<file path="src/sv/bbps_pkg.sv">
package bbps_pkg;

  // Tune pattern width and the counters that walk it
  localparam int TUNE_W     = 32;
  localparam int TUNE_CNT_W = $clog2(TUNE_W + 1);
  localparam int TUNE_IDX_W = $clog2(TUNE_W);
  localparam int TUNE_LVL   = $clog2(TUNE_W);

  localparam int COUNT_W    = 17;
  localparam int TICK_W     = 8;
  localparam int PWM_W      = 10;
  localparam int DUTY_W     = 9;

  localparam logic [PWM_W-1:0] PWM_FULL_RST = 10'd1023;

  typedef enum logic [1:0] {
    REQ_START = 2'd0,
    REQ_TICK  = 2'd1,
    REQ_LED   = 2'd2,
    REQ_RSVD  = 2'd3
  } req_t;

  typedef enum logic [1:0] {
    MODE_COUNTED  = 2'd0,
    MODE_INFINITE = 2'd1,
    MODE_FOLLOW   = 2'd2,
    MODE_RSVD     = 2'd3
  } mode_t;

  typedef enum logic [1:0] {
    CFG_INVERT    = 2'd0,
    CFG_FREQ      = 2'd1,
    CFG_PWM_FULL  = 2'd2,
    CFG_NONE      = 2'd3
  } cfg_idx_t;

  typedef struct packed {
    logic [1:0]        req_type;
    logic [15:0]       beep_count;
    logic [7:0]        on_time;
    logic [7:0]        off_time;
    logic [TUNE_W-1:0] tune_bits;
    logic [1:0]        repeat_mode;
    logic              led_on;
  } in_t;

  typedef struct packed {
    logic              buzzer_level;
    logic              write_strobe;
    logic [DUTY_W-1:0] pwm_duty;
    logic              busy_res;
  } out_t;

  // Number of bits from the highest set bit down to bit 0; 0 for an empty tune.
  // Binary search over halves, one level per step.
  function automatic logic [TUNE_CNT_W-1:0] tune_len_f(logic [TUNE_W-1:0] v);
    logic [TUNE_W-1:0]     w;
    logic [TUNE_CNT_W-1:0] pos;
    w   = v;
    pos = '0;
    for (int k = TUNE_LVL - 1; k >= 0; k--) begin
      if ((w >> (1 << k)) != '0) begin
        pos = pos + TUNE_CNT_W'(1 << k);
        w   = w >> (1 << k);
      end
    end
    if (v == '0) begin
      return '0;
    end else begin
      return pos + TUNE_CNT_W'(1);
    end
  endfunction

endpackage

</file>
<file path="src/sv/buzzer_beep_pattern_sequencer_unit.sv">
// Buzzer beep and tune sequencer.
// Input channel (in_valid/in_ready/in_data) takes three kinds of beat: a start
// command, a 100 ms tick and an LED state event. Every accepted beat yields
// exactly one result beat on the output channel (out_valid/out_ready/out_data)
// carrying the buzzer level, a write strobe, the PWM duty and the busy flag.
// The result is registered at the edge that accepts the input. Throughput is
// one beat per cycle while in_ready stays high; the whole step, including the
// leading-zero count of the tune, sits between the state registers and the
// output register.
// A one-entry skid register behind the output register lets the block take a
// further beat while the receiver stalls; in_ready drops only when both are
// full, and results leave strictly in order.
// Configuration (cfg_valid/cfg_ready/cfg_index/cfg_data) is always ready and
// should be written only while the block is idle; unknown indexes are ignored.
// Synchronous active-low reset clears all sequencer state, empties the output
// stages and sets the PWM full scale to its maximum, polarity normal, level mode.
module buzzer_beep_pattern_sequencer_unit (
  input  logic                                clk,
  input  logic                                rst_n,
  input  logic                                in_valid,
  output logic                                in_ready,
  input  bbps_pkg::in_t                       in_data,
  output logic                                out_valid,
  input  logic                                out_ready,
  output bbps_pkg::out_t                      out_data,
  input  logic                                cfg_valid,
  output logic                                cfg_ready,
  input  logic [1:0]                          cfg_index,
  input  logic [bbps_pkg::PWM_W-1:0]          cfg_data
);

  // Configuration registers
  logic                         invert_r;
  logic                         freq_r;
  logic [bbps_pkg::PWM_W-1:0]   pwm_full_r;

  // Sequencer state
  logic                           en_r,     en_nxt;
  logic [1:0]                     mode_r,   mode_nxt;
  logic [bbps_pkg::COUNT_W-1:0]   hcl_r,    hcl_nxt;
  logic [bbps_pkg::TICK_W-1:0]    ticks_r,  ticks_nxt;
  logic [bbps_pkg::TICK_W-1:0]    on_r,     on_nxt;
  logic [bbps_pkg::TICK_W-1:0]    off_r,    off_nxt;
  logic [bbps_pkg::TUNE_W-1:0]    tune_r,   tune_nxt;
  logic [bbps_pkg::TUNE_CNT_W-1:0] tleft_r, tleft_nxt;
  logic [bbps_pkg::TUNE_CNT_W-1:0] tlen_r,  tlen_nxt;
  logic                           cur_r,    cur_nxt;
  logic                           last_r,   last_nxt;

  // Output stages
  logic                 out_valid_r;
  bbps_pkg::out_t       out_data_r;
  logic                 skid_valid_r;
  bbps_pkg::out_t       skid_data_r;

  logic                 acc;
  logic                 pop;
  bbps_pkg::out_t       res;
  logic                 do_drive;
  logic                 drv_lvl;
  logic                 lvl;
  logic [bbps_pkg::TICK_W-1:0]     tdec;
  logic [bbps_pkg::COUNT_W-1:0]    hcl_dec;
  logic [bbps_pkg::TUNE_IDX_W-1:0] tidx;
  logic [bbps_pkg::TUNE_CNT_W-1:0] tidx_full;

  assign in_ready  = !skid_valid_r;
  assign cfg_ready = 1'b1;
  assign out_valid = out_valid_r;
  assign out_data  = out_data_r;
  assign acc       = in_valid && in_ready;
  assign pop       = out_valid_r && out_ready;

  assign tidx_full = tleft_r - bbps_pkg::TUNE_CNT_W'(1);
  assign tidx      = tidx_full[bbps_pkg::TUNE_IDX_W-1:0];

  // One sequencer step per beat
  always_comb begin
    en_nxt    = en_r;
    mode_nxt  = mode_r;
    hcl_nxt   = hcl_r;
    ticks_nxt = ticks_r;
    on_nxt    = on_r;
    off_nxt   = off_r;
    tune_nxt  = tune_r;
    tleft_nxt = tleft_r;
    tlen_nxt  = tlen_r;
    cur_nxt   = cur_r;
    last_nxt  = last_r;
    do_drive  = 1'b0;
    drv_lvl   = 1'b0;
    tdec      = ticks_r - bbps_pkg::TICK_W'(1);
    hcl_dec   = hcl_r - ((tune_r != '0) ? bbps_pkg::COUNT_W'(2) : bbps_pkg::COUNT_W'(1));
    res       = '0;

    case (in_data.req_type)
      bbps_pkg::REQ_START: begin
        on_nxt    = in_data.on_time;
        off_nxt   = in_data.off_time;
        ticks_nxt = bbps_pkg::TICK_W'(1);
        mode_nxt  = in_data.repeat_mode;
        tune_nxt  = in_data.tune_bits;
        tlen_nxt  = bbps_pkg::tune_len_f(in_data.tune_bits);
        tleft_nxt = bbps_pkg::tune_len_f(in_data.tune_bits);
        hcl_nxt   = {in_data.beep_count, 1'b0};
        en_nxt    = (in_data.beep_count != '0);
        // count of zero stops the buzzer straight away
        if (in_data.beep_count == '0) begin
          do_drive = 1'b1;
        end
      end
      bbps_pkg::REQ_TICK: begin
        if (en_r && (mode_r != bbps_pkg::MODE_FOLLOW)) begin
          if (hcl_r == '0) begin
            en_nxt = 1'b0;
          end else begin
            do_drive = 1'b1;
            if (ticks_r != '0) begin
              ticks_nxt = tdec;
              if (tdec == '0) begin
                if (tleft_r != '0) begin
                  // next tune bit, most significant first
                  tleft_nxt = tidx_full;
                  cur_nxt   = tune_r[tidx];
                end else begin
                  // end of a pass: reload tune and step the count
                  tleft_nxt = tlen_r;
                  cur_nxt   = hcl_dec[0];
                  if (mode_r != bbps_pkg::MODE_COUNTED) begin
                    hcl_nxt = hcl_dec | bbps_pkg::COUNT_W'(2);
                  end else begin
                    hcl_nxt = hcl_dec;
                  end
                end
                ticks_nxt = cur_nxt ? on_r : off_r;
              end
            end
            drv_lvl = cur_nxt;
          end
        end
      end
      bbps_pkg::REQ_LED: begin
        if (en_r && (mode_r == bbps_pkg::MODE_FOLLOW)) begin
          cur_nxt  = in_data.led_on;
          do_drive = 1'b1;
          drv_lvl  = in_data.led_on;
        end
      end
      default: begin
      end
    endcase

    // Output drive: polarity, then level or PWM write
    lvl = drv_lvl ^ invert_r;
    if (do_drive) begin
      res.buzzer_level = lvl;
      if (freq_r) begin
        if (lvl != last_r) begin
          res.write_strobe = 1'b1;
          res.pwm_duty     = lvl ? pwm_full_r[bbps_pkg::PWM_W-1:1] : '0;
          last_nxt         = lvl;
        end
      end else begin
        res.write_strobe = 1'b1;
      end
    end
    res.busy_res = en_nxt;
  end

  // Configuration writes
  always_ff @(posedge clk) begin
    if (!rst_n) begin
      invert_r   <= 1'b0;
      freq_r     <= 1'b0;
      pwm_full_r <= bbps_pkg::PWM_FULL_RST;
    end else if (cfg_valid && cfg_ready) begin
      case (cfg_index)
        bbps_pkg::CFG_INVERT:   invert_r   <= cfg_data[0];
        bbps_pkg::CFG_FREQ:     freq_r     <= cfg_data[0];
        bbps_pkg::CFG_PWM_FULL: pwm_full_r <= cfg_data;
        default: begin
        end
      endcase
    end
  end

  // Sequencer state update on each accepted beat
  always_ff @(posedge clk) begin
    if (!rst_n) begin
      en_r    <= 1'b0;
      mode_r  <= bbps_pkg::MODE_COUNTED;
      hcl_r   <= '0;
      ticks_r <= '0;
      on_r    <= '0;
      off_r   <= '0;
      tune_r  <= '0;
      tleft_r <= '0;
      tlen_r  <= '0;
      cur_r   <= 1'b0;
      last_r  <= 1'b0;
    end else if (acc) begin
      en_r    <= en_nxt;
      mode_r  <= mode_nxt;
      hcl_r   <= hcl_nxt;
      ticks_r <= ticks_nxt;
      on_r    <= on_nxt;
      off_r   <= off_nxt;
      tune_r  <= tune_nxt;
      tleft_r <= tleft_nxt;
      tlen_r  <= tlen_nxt;
      cur_r   <= cur_nxt;
      last_r  <= last_nxt;
    end
  end

  // Output register with skid stage behind it
  always_ff @(posedge clk) begin
    if (!rst_n) begin
      out_valid_r  <= 1'b0;
      skid_valid_r <= 1'b0;
    end else if (skid_valid_r) begin
      if (pop) begin
        out_data_r   <= skid_data_r;
        skid_valid_r <= 1'b0;
      end
    end else if (acc) begin
      if (!out_valid_r || pop) begin
        out_data_r  <= res;
        out_valid_r <= 1'b1;
      end else begin
        skid_data_r  <= res;
        skid_valid_r <= 1'b1;
      end
    end else if (pop) begin
      out_valid_r <= 1'b0;
    end
  end

`ifndef SYNTHESIS
  a_skid_behind_out: assert property (@(posedge clk) disable iff (!rst_n)
    skid_valid_r |-> out_valid_r)
    else $error("skid stage holds a beat while output register is empty");

  a_tune_pos: assert property (@(posedge clk) disable iff (!rst_n)
    tleft_r <= tlen_r)
    else $error("tune position beyond tune length");

  a_idle_count: assert property (@(posedge clk) disable iff (!rst_n)
    !en_r |-> (hcl_r == '0))
    else $error("sequencer disabled with beats still pending");

  a_duty_on_write: assert property (@(posedge clk) disable iff (!rst_n)
    (out_valid_r && (out_data_r.pwm_duty != '0)) |->
      (out_data_r.write_strobe && out_data_r.buzzer_level))
    else $error("PWM duty without an on-level write");

  a_skid_hold: assert property (@(posedge clk) disable iff (!rst_n)
    (skid_valid_r && !out_ready) |=> (skid_valid_r && $stable(skid_data_r)))
    else $error("stalled skid beat lost or changed");
`endif

endmodule

</file>
<file path="config.mk">
export PLATFORM = sky130hd
export DESIGN_NAME = buzzer_beep_pattern_sequencer_unit
export DESIGN_NICKNAME = d
export VERILOG_FILES = /design/src/sv/bbps_pkg.sv /design/src/sv/buzzer_beep_pattern_sequencer_unit.sv
export SDC_FILE = /design/constraint.sdc
export NUM_CORES = 1
export LEC_CHECK = 0
export ABC_AREA = 1
export BUFFER_PORTS_ARGS = -buffer_cell sky130_fd_sc_hd__buf_2
export CAP_MARGIN = 30
export CORE_MARGIN = 1.5
export CORE_UTILIZATION = 62
export CTS_BUF_LIST = sky130_fd_sc_hd__clkbuf_16
export CTS_CLUSTER_SIZE = 14
export DETAILED_ROUTE_END_ITERATION = 7
export GPL_TIMING_DRIVEN = 0
export PLACE_DENSITY = 0.86
export SLEW_MARGIN = 20
export SYNTH_ARGS = -nofsm -noshare
export SYNTH_HDL_FRONTEND = slang
export SYNTH_SLANG_ARGS = --single-unit
</file>
<file path="constraint.sdc">
create_clock -name clk -period 7.81 [get_ports clk]
set_clock_uncertainty 0.15 [all_clocks]
set_input_delay 0.781 -clock clk [delete_from_list [all_inputs] [get_ports clk]]
set_output_delay 0.781 -clock clk [all_outputs]
set_load 0.02 [all_outputs]
</file>
* Word-level counts from Yosys, hierarchy flattened
Index checks and enable logic that the tools add are counted.
Storage, ports and cells: bits in registers 128, bits in writable memories 0, bits of input ports 86, memories kept 0, latch bits 0, output and inout bits 15, ROM bits 0
Operators by class: magnitude comparators 1, reduce and logical (&&, ||, !) cells 40, equal/unequal tests 15, $add $sub $neg 8, bitwise operators 3, div/mod/pow operators 0, shift operators 0, muxes and demuxes 81, multiply operators 0
Operators by type and width (number):
- 32-bit two-way mux | 8
- 32-bit nonzero test | 6
- 6-bit two-way mux | 15
- 17-bit two-way mux | 5
- 12-bit two-way mux | 4
- 8-bit two-way mux | 5
- 17-bit one-hot mux with 2 select lines | 1
- 32-bit logical NOT | 1
- 1-bit two-way mux | 29
- 9-bit two-way mux | 2
- 17-bit logical NOT | 1
- 17-bit by 2-bit subtractor with 17-bit output | 1
- 16-bit logical NOT | 1
- 8-bit one-hot mux with 2 select lines | 1
- 16-bit nonzero test | 1
- 2-bit inequality test (second input constant) | 7
- 6-bit by 1-bit adder with 6-bit output (second input constant) | 2
- 6-bit one-hot mux with 2 select lines | 1
- 4-bit AND reduction | 3
- 2-bit nonzero test | 6
- 11-bit two-way mux | 1
- 10-bit two-way mux | 1
- 5-bit AND reduction | 2
- 8-bit logical NOT | 1
- other kinds (27) | 43

* Logic depth before layout (Yosys ltp)
word-level depth 22, gate-level depth with buffers 23

* Worst setup path after synthesis
OpenSTA, ideal clock, no wires.
path kind flip-flop to flip-flop, start register tune_r[11] (netlist name), end register hcl_r[14] (netlist name), required time 7.528 ns, buffers on the path 0, data arrival time 2.821 ns, clock period less this slack 3.103 ns, slack 4.707 ns, cell stages (with the launch flop) 15, library setup time 0.132 ns, cell sequence dfxtp_1 nor4_1 nand3_1 nor4_1 ha_1 inv_1 fa_1 nor3_1 inv_1 nor2_1 nand2_1 nor3_1 o21ai_0 o21ai_1 a21oi_1
Between the ends: cells in the longest elaborated chain, start to end 9
RTL lines:
- from (decl) | line buzzer_beep_pattern_sequencer_unit.sv:44 | logic [bbps_pkg::TUNE_W-1:0] tune_r, tune_nxt;
- from (signal assigned) | line buzzer_beep_pattern_sequencer_unit.sv:208 | tune_r <= tune_nxt;
- 32-bit nonzero test | line buzzer_beep_pattern_sequencer_unit.sv:93 | hcl_dec = hcl_r - ((tune_r != '0) ? bbps_pkg::COUNT_W'(2) : bbps_pkg::COUNT_W'(1));
- 2-bit two-way mux | line buzzer_beep_pattern_sequencer_unit.sv:93
- 17-bit by 2-bit subtractor with 17-bit output | line buzzer_beep_pattern_sequencer_unit.sv:93
- 17-bit two-way mux | line buzzer_beep_pattern_sequencer_unit.sv:121 | if (tleft_r != '0) begin
- 17-bit two-way mux | line buzzer_beep_pattern_sequencer_unit.sv:120 | if (tdec == '0) begin
- 17-bit two-way mux | line buzzer_beep_pattern_sequencer_unit.sv:118 | if (ticks_r != '0) begin
- 17-bit two-way mux | line buzzer_beep_pattern_sequencer_unit.sv:114 | if (hcl_r == '0) begin
- 17-bit two-way mux | line buzzer_beep_pattern_sequencer_unit.sv:113 | if (en_r && (mode_r != bbps_pkg::MODE_FOLLOW)) begin
- 17-bit one-hot mux with 2 select lines | line buzzer_beep_pattern_sequencer_unit.sv:96 | case (in_data.req_type)
- to (signal assigned) | line buzzer_beep_pattern_sequencer_unit.sv:204 | hcl_r <= hcl_nxt;
- to (decl) | line buzzer_beep_pattern_sequencer_unit.sv:40 | logic [bbps_pkg::COUNT_W-1:0] hcl_r, hcl_nxt;
Every way passes these cells. The select of a mux whose other input is x is not followed. A chain may end at the register's enable or synchronous reset.

* Worst setup path in the final report
Ends and elaborated chain as after synthesis.

==> metrics.txt <==
R2R Path Start tune_r[11]; Worst R2R Setup Slack 3.68 ns; critical path startpoint tune_r[11]; register area share after synthesis 0.4001; power per cell area 218.4 nW/um^2; first-pass GRT wire length 30.95 mm; Design Power 0.001788 W; CP startpoint kind flop; Syn Area/Cell 7.004 sq um; CP arrival 4.25 ns; critical path endpoint category flop; syn nets 1091; Final setup viols 0; number of synthesized flops with an enable pin 24; Max-slew headroom 0.3468; GP Congestion 0.9653; Placeable Area 10890 sq um; Fill cells 860; Starting Density 0.6388; Die Y-Extent 108.9 um; post-route setup slack 3.683 ns; DR DRC count 0; n_diodes 0; clk_lat worst skew 0.42 ns; Port Buffers 99; Worst Tran Pin Value 0.9709 ns; post-synth top area share 0.2965; Async SR Flop Fraction 0; post-CTS setup buffers 0; hold_buf cts 0; vias in the first global route 6774; dominant cell by count in the synthesized netlist nand2_1; clk buf depth 2; Commonest cells post-synth nand2_1, inv_1, o21ai_0, dfxtp_1, nor2_1; crit-path max FO 3; Leak Pwr 3.610 nW; first drt pass iteration count 6; # IOs 101; die width 108.9 um; status finished clean; RSZ-0062 raised after global routing no; final hold vios 0; via count 7277; dpl ws 3.838 ns; library cells used by synthesis 45; routed vias/inst 5.762; max-slew violation count 0; post-synthesis register bit count 127; worst path required time 7.94 ns; Syn Std Cell Area 6955 sq um; mux cell area share after synthesis 0; global-route usage over all layers 0.3362; Primary FF master, synth dfxtp_1; post-DP HPWL 13.89 mm; initial antenna violation count 0; pin count of the biggest net entering global routing 17; row cnt 38; wire length per cell 15.27 um; Synth Warn # 0; Hold Path Depth 2; worst vdd ir 0.1940 mV; Synth Area in XOR/XNOR 0.008815; Final min period 4.127 ns; CTS tree built; largest family of logic cells by synthesized area simple AND/OR/NAND/NOR gates; CTS clock-pin slew for the worst setup and hold paths 0.05 ns; Synth area leader dfxtp_1; Nets 1209; maxcap violations 0; HP Class flop to flop; post-synthesis simple-gate area fraction 0.2925; complex-gate fraction of the synthesized area 0.1788; setup TNS 0 ns; Syn Inst Count 993; Overflow after GRT 0; Starting DRT DRC Count 711; Area contributors post-synth dfxtp_1, nand2_1, edfxtp_1; maximum clock frequency 242.3 MHz; final WL 19.28 mm; share of cells above drive strength 1 0.1594; FF-to-FF path depth 14; H-tree depth 4; worst setup path class flop to flop; CTS Buf Count 17; reg2reg end hcl_r[14]; die area 11860 sq um; Root Driver clkbuf_16; Hold EP on_r[6]; min-delay src on_r[6]; clk sinks 127; Routed Antenna Nets 0; post-synthesis adder-cell area fraction 0.02267; post-CTS sizing 0; Area Overhead vs Synth 17.72%; fin crit share 0.5284
-- stage by stage --
stage	util	std cells	area, sq um	hold slack [ns]
3_3_place_gp	0.7004	1232	7626	0.2935
6_report	0.7520	1263	8188	0.3104
2_1_floorplan	-	993	6955	0.2797
3_5_place_dp	0.7013	1232	7636	0.2977
4_1_cts	0.7520	1263	8188	0.3056
5_1_grt	0.7520	1263	8188	0.3383
-- metal layers --
metal,wire (um),vias up,track usage
li1,-,3541,-
met1,7904,3357,0.3969
met2,9396,319,0.5808
met3,1351,60,0.07711
met4,631,0,0.1476
met5,0,-,0
-- layout make-up --
type | count | area (sq um) | area share
multi-input combinational | 696 | 3511 | 0.4288
sequential | 127 | 2783 | 0.3399
timing repair buffer | 99 | 495.5 | 0.06051
inverter | 129 | 484.2 | 0.05914
clock buffer | 17 | 425.4 | 0.05196
buffer | 41 | 187.7 | 0.02292
tap | 140 | 175.2 | 0.02139
clock inverter | 14 | 126.4 | 0.01543
-- report_power, final --
part	internal [W]	total [W]	switching, W
Combinational	0.000107	0.000319	0.000211
Clock	0.000460	0.000749	0.000289
Sequential	0.000701	0.000721	0.0000200
Total	0.00127	0.00179	0.000520
-- cell families after synthesis --
family                     count (synthesis)
adders and majority gates                 12
AOI/OAI and AO/OA                        231
xor gates and xnor gates                   7
and+or+nand+nor                          445
other                                      1
buffers and inverters                    170
DFF                                      127
-- state kept, by name (all words and copies together) (netlist names) --
register,count
cur_r,1
en_r,1
freq_r,1
hcl_r,17
invert_r,1
last_r,1
mode_r,2
off_r,8
on_r,8
out_data,12
out_valid,1
pwm_full_r,9
skid_data_r,12
skid_valid_r,1
ticks_r,8
tleft_r,6
tlen_r,6
tune_r,32
-- placed cells by master, fill, tap and decap left out, types with 2 or more instances in the layout --
cell type and count:
nand3_2 3, o21bai_1 4, nor2_1 99, buf_2 105, nor3_2 10, a21oi_1 82
nand3b_1 5, o21ai_0 107, nand3_1 65, clkbuf_1 28, xnor2_1 4, nor2_2 7
buf_6 2, bufinv_16 2, xor2_1 3, nor3_1 12, clkinv_2 6, edfxtp_1 24
dfxtp_1 103, nand2_1 197, clkbuf_16 17, buf_4 3, clkinv_1 6, nand2_2 9
inv_1 125, o211ai_1 15, nor4_1 15, ha_1 11, buf_1 2, nand4_1 13
nor2_4 5, a31oi_1 14, a211oi_1 2, clkinv_4 2
-- worst max-delay path, stage by stage (launching register included) --
cell	delay, ns
dfxtp_1	0.33
nor4_1	0.37
nand3_1	0.12
nor4_1	0.85
ha_1	0.28
inv_1	0.07
fa_1	0.41
nor3_1	0.18
inv_1	0.10
nor2_1	0.26
nand2_1	0.15
nor3_1	0.32
o21ai_0	0.18
o21ai_1	0.16
a21oi_1	0.07
-- worst max path at each step --
stage / depth (start not counted) / end / slack, ns
after floorplan: 14 / hcl_r[14] / 4.71
after global placement: 14 / hcl_r[14] / 3.88
after detailed placement: 14 / hcl_r[14] / 3.84
after CTS: 14 / hcl_r[14] / 3.77
after global routing: 14 / hcl_r[14] / 3.33
final: 14 / hcl_r[14] / 3.68
Note: power is estimated with default switching activity, not from simulation.
